### config.mk
export PLATFORM = sky130hd
export DESIGN_NAME = encoder_tachometer_channel
export DESIGN_NICKNAME = d
export VERILOG_FILES = /design/src/hw/rtl/etc_pkg.sv /design/src/hw/rtl/etc_measure.sv /design/src/hw/rtl/etc_history.sv /design/src/hw/rtl/encoder_tachometer_channel.sv
export SDC_FILE = /design/constraint.sdc
export NUM_CORES = 1
export LEC_CHECK = 0
export BUFFER_PORTS_ARGS = -buffer_cell sky130_fd_sc_hd__buf_4
export CORE_MARGIN = 2
export CORE_UTILIZATION = 40
export DETAILED_ROUTE_END_ITERATION = 7
export PLACE_DENSITY = 0.67
export SLEW_MARGIN = 20
export SYNTH_ARGS = -nofsm -noshare
export SYNTH_HDL_FRONTEND = slang
export SYNTH_SLANG_ARGS = --single-unit
### constraint.sdc
create_clock -name clk -period 12.6 [get_ports clk]
set_clock_uncertainty 0.15 [all_clocks]
set_input_delay 2.52 -clock clk [delete_from_list [all_inputs] [get_ports clk]]
set_output_delay 2.52 -clock clk [all_outputs]
set_load 0.005 [all_outputs]
### src/hw/rtl/etc_pkg.sv
// Shared types and constants for the encoder tachometer channel.
// No dependencies; every other file in this block imports it.
package etc_pkg;

  localparam int LOG2_WINDOW_DEF = 3;
  localparam int TIMER_BITS_DEF  = 16;

  localparam int STAMP_IN_W = 16;
  localparam int PERIOD_W   = 18;
  localparam int ROLL_W     = 4;
  localparam int STEP_W     = 32;
  localparam int CFG_IDX_W  = 4;
  localparam int CFG_DATA_W = 4;

  localparam logic [PERIOD_W-1:0] STOP_PERIOD = 18'h20000;
  localparam logic [ROLL_W-1:0]   ROLL_MAX    = 4'd15;

  localparam logic [ROLL_W-1:0] ROLL_LIMIT_RST  = 4'd2;
  localparam logic [ROLL_W-1:0] STALL_LIMIT_RST = 4'd3;

  localparam logic [CFG_IDX_W-1:0] CFG_ROLL_LIMIT  = 4'd0;
  localparam logic [CFG_IDX_W-1:0] CFG_STALL_LIMIT = 4'd1;

  localparam logic CMD_EDGE = 1'b0;
  localparam logic CMD_TICK = 1'b1;

  localparam logic [1:0] DIR_STOPPED = 2'd0;
  localparam logic [1:0] DIR_FORWARD = 2'd1;
  localparam logic [1:0] DIR_REVERSE = 2'd2;

  typedef struct packed {
    logic                  cmd;
    logic [STAMP_IN_W-1:0] capture_time;
    logic                  enc_b;
  } item_t;

  typedef struct packed {
    logic [1:0]               direction;
    logic [PERIOD_W-1:0]      period_avg;
    logic signed [STEP_W-1:0] step_count;
  } result_t;

  // One measured period handed to the averaging window.
  typedef struct packed {
    logic                push;
    logic [PERIOD_W-1:0] period;
  } push_t;

endpackage

### src/hw/rtl/etc_measure.sv
// Edge and rollover bookkeeping: step count, direction, period measurement.
// Depends on etc_pkg.
module etc_measure #(
  parameter int TIMER_BITS = etc_pkg::TIMER_BITS_DEF
) (
  input  logic                          clk,
  input  logic                          rst,
  input  logic                          fire,
  input  etc_pkg::item_t                item,
  input  logic [etc_pkg::ROLL_W-1:0]    roll_limit,
  input  logic [etc_pkg::ROLL_W-1:0]    stall_limit,
  output etc_pkg::push_t                push,
  output logic [1:0]                    direction,
  output logic signed [etc_pkg::STEP_W-1:0] step_count
);
  import etc_pkg::*;

  localparam int STAMP_W = (TIMER_BITS < STAMP_IN_W) ? TIMER_BITS : STAMP_IN_W;
  localparam int NOW_W   = TIMER_BITS + ROLL_W;
  localparam int DIFF_W  = ((NOW_W > PERIOD_W) ? NOW_W : PERIOD_W) + 1;

  logic [STAMP_W-1:0] prev_stamp, prev_stamp_next;
  logic [ROLL_W-1:0]  rollover_count, rollover_count_next;
  logic [STEP_W-1:0]  net_steps, net_steps_next;
  logic [1:0]         dir_state, dir_state_next;

  logic [STAMP_W-1:0]  stamp;
  logic [NOW_W-1:0]    now_time;
  logic [DIFF_W-1:0]   diff;
  logic [PERIOD_W-1:0] measured;

  assign stamp    = item.capture_time[STAMP_W-1:0];
  assign now_time = (NOW_W'(rollover_count) << TIMER_BITS) | NOW_W'(stamp);
  assign diff     = DIFF_W'(now_time) - DIFF_W'(prev_stamp);

  // The sign bit of the widened difference flags a stamp earlier than the last one.
  always_comb begin
    if (diff[DIFF_W-1]) begin
      measured = '0;
    end else if (diff > DIFF_W'(STOP_PERIOD)) begin
      measured = STOP_PERIOD;
    end else begin
      measured = diff[PERIOD_W-1:0];
    end
  end

  always_comb begin
    prev_stamp_next     = prev_stamp;
    rollover_count_next = rollover_count;
    net_steps_next      = net_steps;
    dir_state_next      = dir_state;
    push                = '0;
    if (item.cmd == CMD_EDGE) begin
      if (item.enc_b) begin
        net_steps_next = net_steps + STEP_W'(1);
        dir_state_next = DIR_FORWARD;
      end else begin
        net_steps_next = net_steps - STEP_W'(1);
        dir_state_next = DIR_REVERSE;
      end
      push.push = 1'b1;
      if (rollover_count < roll_limit) begin
        push.period = measured;
      end else begin
        dir_state_next = DIR_STOPPED;
        push.period    = STOP_PERIOD;
      end
      prev_stamp_next     = stamp;
      rollover_count_next = '0;
    end else begin
      if (rollover_count < ROLL_MAX) begin
        rollover_count_next = rollover_count + ROLL_W'(1);
      end
      if (rollover_count_next > stall_limit) begin
        dir_state_next = DIR_STOPPED;
      end
    end
  end

  always_ff @(posedge clk) begin
    if (rst) begin
      prev_stamp     <= '0;
      rollover_count <= '0;
      net_steps      <= '0;
      dir_state      <= DIR_STOPPED;
    end else if (fire) begin
      prev_stamp     <= prev_stamp_next;
      rollover_count <= rollover_count_next;
      net_steps      <= net_steps_next;
      dir_state      <= dir_state_next;
    end
  end

  assign direction  = dir_state_next;
  assign step_count = signed'(net_steps_next);

endmodule

### src/hw/rtl/etc_history.sv
// Moving average window over the last measured periods, held in a small memory.
// Depends on etc_pkg.
module etc_history #(
  parameter int LOG2_WINDOW = etc_pkg::LOG2_WINDOW_DEF
) (
  input  logic                          clk,
  input  logic                          rst,
  input  logic                          fire,
  input  etc_pkg::push_t                push,
  output logic [etc_pkg::PERIOD_W-1:0]  period_avg
);
  import etc_pkg::*;

  localparam int DEPTH = 1 << LOG2_WINDOW;
  localparam int SUM_W = PERIOD_W + LOG2_WINDOW;

  logic [PERIOD_W-1:0]    mem [DEPTH];
  logic [DEPTH-1:0]       written;
  logic [LOG2_WINDOW-1:0] index, index_next;
  logic [PERIOD_W-1:0]    oldest_q;
  logic                   oldest_valid_q;
  logic [SUM_W-1:0]       sum, sum_next;
  logic [PERIOD_W-1:0]    avg_reg, avg_next;
  logic                   do_push;
  logic [PERIOD_W-1:0]    oldest;

  assign do_push    = fire && push.push;
  assign index_next = do_push ? index + LOG2_WINDOW'(1) : index;
  // An entry never written since reset counts as zero.
  assign oldest     = oldest_valid_q ? oldest_q : '0;
  assign sum_next   = sum - SUM_W'(oldest) + SUM_W'(push.period);
  assign avg_next   = PERIOD_W'(sum_next >> LOG2_WINDOW);
  assign period_avg = do_push ? avg_next : avg_reg;

  // The read always looks one slot ahead, so the entry about to be replaced
  // is already registered when the next period arrives.
  always_ff @(posedge clk) begin
    if (do_push) begin
      mem[index] <= push.period;
    end
    oldest_q <= mem[index_next];
  end

  always_ff @(posedge clk) begin
    if (rst) begin
      written        <= '0;
      oldest_valid_q <= 1'b0;
      index          <= '0;
      sum            <= '0;
      avg_reg        <= STOP_PERIOD;
    end else begin
      oldest_valid_q <= written[index_next];
      if (do_push) begin
        written[index] <= 1'b1;
        index          <= index_next;
        sum            <= sum_next;
        avg_reg        <= avg_next;
      end
    end
  end

endmodule

### src/hw/rtl/encoder_tachometer_channel.sv
// One wheel channel of an encoder tachometer: edges and rollover ticks in,
// direction, averaged period and step count out. Depends on etc_pkg,
// etc_measure and etc_history.
//
// Every word in gives exactly one result word. A word is registered on
// acceptance, updated through combinational logic (step count, period
// measurement, window average) and lands in the result register. A new
// word is taken every cycle while the result side keeps up. The averaging
// window sits in a memory with one valid flag per entry cleared at reset,
// so no clearing pass is needed. Configuration writes are always taken and
// must only be issued while the channel is idle.
module encoder_tachometer_channel #(
  parameter int LOG2_WINDOW = etc_pkg::LOG2_WINDOW_DEF,
  parameter int TIMER_BITS  = etc_pkg::TIMER_BITS_DEF
) (
  input  logic                            clk,
  input  logic                            rst,
  input  logic                            item_valid,
  output logic                            item_ready,
  input  etc_pkg::item_t                  item,
  output logic                            result_valid,
  input  logic                            result_ready,
  output etc_pkg::result_t                result,
  input  logic                            cfg_valid,
  output logic                            cfg_ready,
  input  logic [etc_pkg::CFG_IDX_W-1:0]   cfg_index,
  input  logic [etc_pkg::CFG_DATA_W-1:0]  cfg_data
);
  import etc_pkg::*;

  logic [ROLL_W-1:0] roll_limit;
  logic [ROLL_W-1:0] stall_limit;

  item_t item_q;
  logic  item_q_valid;
  logic  advance;
  logic  fire;

  push_t                    push;
  logic [1:0]               direction;
  logic signed [STEP_W-1:0] step_count;
  logic [PERIOD_W-1:0]      period_avg;

  assign cfg_ready = 1'b1;

  always_ff @(posedge clk) begin
    if (rst) begin
      roll_limit  <= ROLL_LIMIT_RST;
      stall_limit <= STALL_LIMIT_RST;
    end else if (cfg_valid) begin
      unique case (cfg_index)
        CFG_ROLL_LIMIT:  roll_limit  <= cfg_data;
        CFG_STALL_LIMIT: stall_limit <= cfg_data;
        default: ;
      endcase
    end
  end

  assign advance    = !result_valid || result_ready;
  assign item_ready = !item_q_valid || advance;
  assign fire       = item_q_valid && advance;

  always_ff @(posedge clk) begin
    if (rst) begin
      item_q_valid <= 1'b0;
      result_valid <= 1'b0;
    end else begin
      if (item_ready) begin
        item_q_valid <= item_valid;
      end
      if (advance) begin
        result_valid <= item_q_valid;
      end
    end
  end

  always_ff @(posedge clk) begin
    if (item_valid && item_ready) begin
      item_q <= item;
    end
    if (fire) begin
      result.direction  <= direction;
      result.period_avg <= period_avg;
      result.step_count <= step_count;
    end
  end

  etc_measure #(
    .TIMER_BITS(TIMER_BITS)
  ) u_measure (
    .clk        (clk),
    .rst        (rst),
    .fire       (fire),
    .item       (item_q),
    .roll_limit (roll_limit),
    .stall_limit(stall_limit),
    .push       (push),
    .direction  (direction),
    .step_count (step_count)
  );

  etc_history #(
    .LOG2_WINDOW(LOG2_WINDOW)
  ) u_history (
    .clk       (clk),
    .rst       (rst),
    .fire      (fire),
    .push      (push),
    .period_avg(period_avg)
  );

endmodule
Word level (Yosys, flattened, before mapping)
Memories as Yosys holds them, arrays and structs flattened. A register that Yosys moved wholly into a read port is not among the register bits.
Index checks and enable logic that the tools add are counted.
- input port bits: 31
- memories kept: 1
- logic and storage cells: 72
- bits in writable memories: 144
- output and inout bits: 55
- register bits after elaboration: 185
- reductions and logical operators: 12
- add/sub/neg operators: 7
- bitwise operators: 3
- magnitude comparators: 7
- multiplexer cells: 22
- equal/unequal tests: 1
- memories (name ; words ; bits a word ; read ports ; clocked after Yosys merged registers in ; write ports ; RTL line ; RTL):
    u_history.mem ; 8 ; 18 ; 1 ; 1 ; 1 ; etc_history.sv:17 ; logic [PERIOD_W-1:0] mem [DEPTH];
- operators by type and width (kind ; number):
    18-bit two-way mux ; 5
    32-bit two-way mux ; 2
    32-bit by 1-bit adder with 32-bit output (second input constant) ; 1
    32-bit by 1-bit subtractor with 32-bit output (second input constant) ; 1
    21-bit by 18-bit adder with 21-bit output ; 1
    21-bit by 18-bit > comparator with 1-bit output (second input constant) ; 1
    20-bit by 16-bit subtractor with 21-bit output ; 1
    21-bit by 18-bit subtractor with 21-bit output ; 1
    20-bit by 16-bit bitwise OR with 20-bit output ; 1
    19-bit two-way mux ; 1
    4-bit two-way mux ; 3
    3-bit by 4-bit < comparator with 1-bit output (second input constant) ; 2
    2-bit two-way mux ; 4
    8-bit bitwise OR ; 1
    2-bit AND reduction ; 3
    4-bit by 1-bit adder with 4-bit output (second input constant) ; 1
    4-bit by 1-bit == test with 1-bit output (second input constant) ; 1
    4-bit > comparator ; 1
    1-bit logical AND ; 4
    4-bit logical NOT ; 1
    4-bit < comparator ; 1
    4-bit < comparator (second input constant) ; 1
    1-bit two-way mux ; 4
    3-bit by 1-bit adder with 3-bit output (second input constant) ; 1
    other kinds (7) ; 9

Longest topological paths before layout
- depth after elaboration: 11
- gate-level depth with buffers: 25
- depth with buffers taken out: 23

Modules after synthesis
A second synthesis with hierarchy kept.
- cell total of the unflattened synthesis: 1637
- area total of the unflattened synthesis: 17868.4 µm²
- modules (own cells, without submodules) (module ; instances ; cells each ; sequential area each (µm²) ; area each (µm²)):
    etc_history ; 1 ; 726 ; 5705.5 ; 9511.6
    etc_measure ; 1 ; 795 ; 1081.0 ; 5801.8
    encoder_tachometer_channel ; 1 ; 116 ; 2302.2 ; 2555.0

Least setup slack after synthesis
No wires, ideal clock.
- path type: input to register
- start point: input port result_ready
- end point: memory u_history.mem[0][0] (enable)
- library setup time: 442 ps
- arrival: 6247 ps
- buffers on the path: 1
- stages: 6
- setup slack: 5761 ps
- data required time: 12008 ps
- cell sequence: nor2b_1 -> nand2b_1 -> inv_1 -> nand2_1 -> clkbuf_1 -> nor4_1
- cells in the longest elaborated chain, start to end: 5
- ends and longest elaborated chain (element ; RTL line ; RTL):
    start: declaration ; encoder_tachometer_channel.sv:22 ; input logic result_ready,
    1-bit logical OR ; encoder_tachometer_channel.sv:59 ; assign advance = !result_valid || result_ready;
    1-bit logical AND ; encoder_tachometer_channel.sv:61 ; assign fire = item_q_valid && advance;
    via fire ; encoder_tachometer_channel.sv:37 ; logic fire;
    1-bit logical AND ; etc_history.sv:27 ; assign do_push = fire && push.push;
    1-bit two-way mux ; etc_history.sv:38 ; if (do_push) begin
    1-bit two-way mux (not written as such) ; etc_history.sv:39 ; mem[index] <= push.period;
    end: declaration ; etc_history.sv:17 ;
The timed path passes the listed nets, and every way through them passes these cells.

==> impl_metrics.ini <==
[yosys]
ys_async_sr_fraction_pct = 0
synth_most_common_cell = edfxtp_1
synth_top_area_cell = edfxtp_1
ys_warn_count = 0
yosysTopAreaCellShare_pct = 37.5
ys_ff_latch = 347
synth_edf_count = 214
seq_area_frac_synth_pct = 53.1
synth_area_mm2 = 0.0171
avgSynthCellArea_um2 = 11.3
synth_fp_nets = 1649
yosys_most_used_dff = edfxtp_1
synth_common_cells = edfxtp_1 (214), nand2_1 (183), dfxtp_1 (133), a21oi_1 (99), nor2_1 (99)
yosysUniqueCellTypes = 73
ys_top_cells_by_area = edfxtp_1 (38%), dfxtp_1 (16%), ha_1 (5.6%)
synth_cells = 1521

[placed_design]
dp_cells = 2102
port_buffers = 84
place_congestion = 0.903
place_area_mm2 = 0.0184
dp_hpwl_mm = 25.9

[drt]
wirelength_mm = 38.0
via_count = 11698
post_drt_wl_per_cell_um = 17.5
dr.pass1.iters = 5
drt_iter0_drc = 927
detail-route-antenna-nets = 0
vias_per_cell = 5.40
post-route-drc-count = 0

[timing]
fin_crit_ps = 7400
fin_hold_ws_ps = 304
slew_violations = 0
hold_viol = 0
tightestPinTransition_ps = 1110
fin_setup_tns_ps = 0
setup_viol = 0
fin_crit_sh_pct = 58.8
rsz0062_at_grt = false
relSlewSlack_pct = 25.5
fmax_ghz = 0.135

[cts]
cts-htree-levels = 2
cts_sinks = 347
cts_buffer_depth = 3
tritoncts = yes
cts_buffers = 37
post_cts_buffers = 0
clk_pin_slew_ps = 60
cts_root_buf = clkbuf_16
clk-insertion-delay-late_ps = 550
ctsHoldBuffers = 0
post_cts_resized = 0

[critical_path]
reg2reg_slack_ps = 5200
crit_start = item_q[1]
critPathCaptureType = register
r2r_end = result[49]
criticalPathCategory = register to register
r2r_start = item_q[1]
critPathLaunchType = register
critPathRequiredTime_ps = 12740
crit_arrival_ps = 7550
rr_worst_depth = 21
cp_max_fo = 28
endpoint = result[49]

[global_routing]
antenna_found_initial = 0
grt_max_degree = 102
track_usage_pct = 17.4
grt.overflow.total = 0
grt_pass1_wl_mm = 61.6
grt_pass1_vias = 11478

[layout]
largestRegisters = u_history.mem x144, result x52, u_measure.net_steps x32
largest_reg_flops = 144
final_cells = 2168
regMostFlops = u_history.mem
final_cell_area_mm2 = 0.0196
drive_above_1_share_pct = 15.2
syn_to_final_growth_pct = 14.6
antennaDiodeCount = 0
nNetsFinal = 1730

[pwr]
pwr-share-seq_pct = 43.3
clkPwrFrac_pct = 36.9
power_switching_share_pct = 27.3
powerDensity_mw_per_mm2 = 152
irDropWorstVdd_mv = 0.0803
pwr-share-comb_pct = 19.8
leakage_nw = 7.54
p_switching_mw = 0.814
p_int_mw = 2.17

[floorplan]
core-area_mm2 = 0.0421
die-area_mm2 = 0.0445
die_w_um = 211
top_level_ports = 86
start_util_pct = 40.7
rows = 75
die_h_um = 211

[outcome]
outcome = complete, no violations

[job]
maxCapViolCount = 0

[min_path]
min_path_type = register to register
[cells in the final DEF (no fill, tap or decap), types with 6 or more instances in the layout]
master and count:
nor2b_1 19, xor2_1 26, fa_1 20, a21o_1 41
o21ai_0 80, nand2b_1 16, mux4_2 38, a211o_1 6
ha_1 77, a31oi_1 9, o211ai_1 7, nand2_1 182
a22o_1 8, clkbuf_1 10, a211oi_1 8, xnor2_1 32
and2_1 27, o21bai_1 8, o31ai_1 8, nor2_1 98
and3_1 9, clkbuf_8 6, mux2i_1 12, buf_4 105
nor3_1 23, clkbuf_16 38, o21a_1 18, nand3_1 25
a21oi_1 99, dfxtp_1 133, edfxtp_1 214, mux2_2 25
nand4_1 10, inv_1 82
[power by group through the flow]
stage                     clock network [mW]  logic, mW  registers (mW)
after floorplan                            0      0.444            1.31
after global placement                     0      0.576            1.32
after detailed placement                   0      0.588            1.32
after CTS                               1.13      0.593            1.29
after global routing                    1.17      0.666            1.30
final                                   1.10      0.592            1.29
[stage by stage]
stage / power [mW] / util, % / setup WS [ps]
after floorplan: 1.75 / - / 5760
after detailed placement: 1.90 / 43.6 / 5240
after global routing: 3.14 / 46.6 / 4700
after global placement: 1.89 / 43.6 / 5490
final: 2.99 / 46.6 / 5200
after CTS: 3.01 / 46.6 / 5220
[routing by layer]
| metal | part of all wire (%) | wire [µm] | global-route usage, % |
|---|---|---|---|
| met1 | 45 | 17300 | 23.5 |
| met3 | 4.7 | 1790 | 2.82 |
| met4 | 2.2 | 828 | 5.00 |
| met2 | 48 | 18100 | 29.1 |
| met5 | 0 | 0 | 0 |
[layout make-up]
type                            count  area, µm²
Clock buffer                       54       1070
Inverter                           84        315
Multi-Input combinational cell   1027       7520
Clock inverter                     12        168
Tap cell                          539        674
Timing Repair Buffer              105        788
Sequential cell                   347       9090
Fill cell                        3773      22500
[logic make-up (layout without fill, tap and decap cells)]
kind of cell	Yosys count	in the layout	synth area share (%)
compound gates	341	341	12.8
other cells	1	1	0.0219
flops	347	347	53.1
mux	76	76	7.40
buf+inv	147	255	3.45
fa+ha+maj	97	97	7.96
xor+xnor	60	60	3.07
simple gates	452	452	12.2
[critical path: stages (launching register included)]
cell and delay [ps]:
edfxtp_1 380, inv_1 70, ha_1 180, fa_1 190, and2b_1 210, o31a_1 300
o221a_2 270, nor2_1 290, o31ai_2 100, xnor2_1 140, or4_1 860, nor3_1 960
fa_1 550, ha_1 350, a21o_1 190, a21o_1 230, a2111oi_2 570, o31a_1 320
o21ai_1 160, a221oi_2 350, mux2i_1 140, a21o_1 160
[how the worst min path moves through the flow]
stage / start / endpoint / slack (ps) / cells past startpoint
after floorplan: u_history.avg_reg[14] / u_history.avg_reg[14] / 270 / 2
after global routing: u_history.sum[4] / u_history.sum[4] / 320 / 2
after CTS: u_measure.prev_stamp[6] / u_measure.prev_stamp[6] / 310 / 2
after detailed placement: u_history.avg_reg[15] / u_history.avg_reg[15] / 290 / 2
after global placement: u_history.avg_reg[6] / u_history.avg_reg[6] / 280 / 1
final: u_measure.prev_stamp[11] / u_measure.prev_stamp[11] / 300 / 2
No activity file was read; power rests on OpenSTA's default activity.
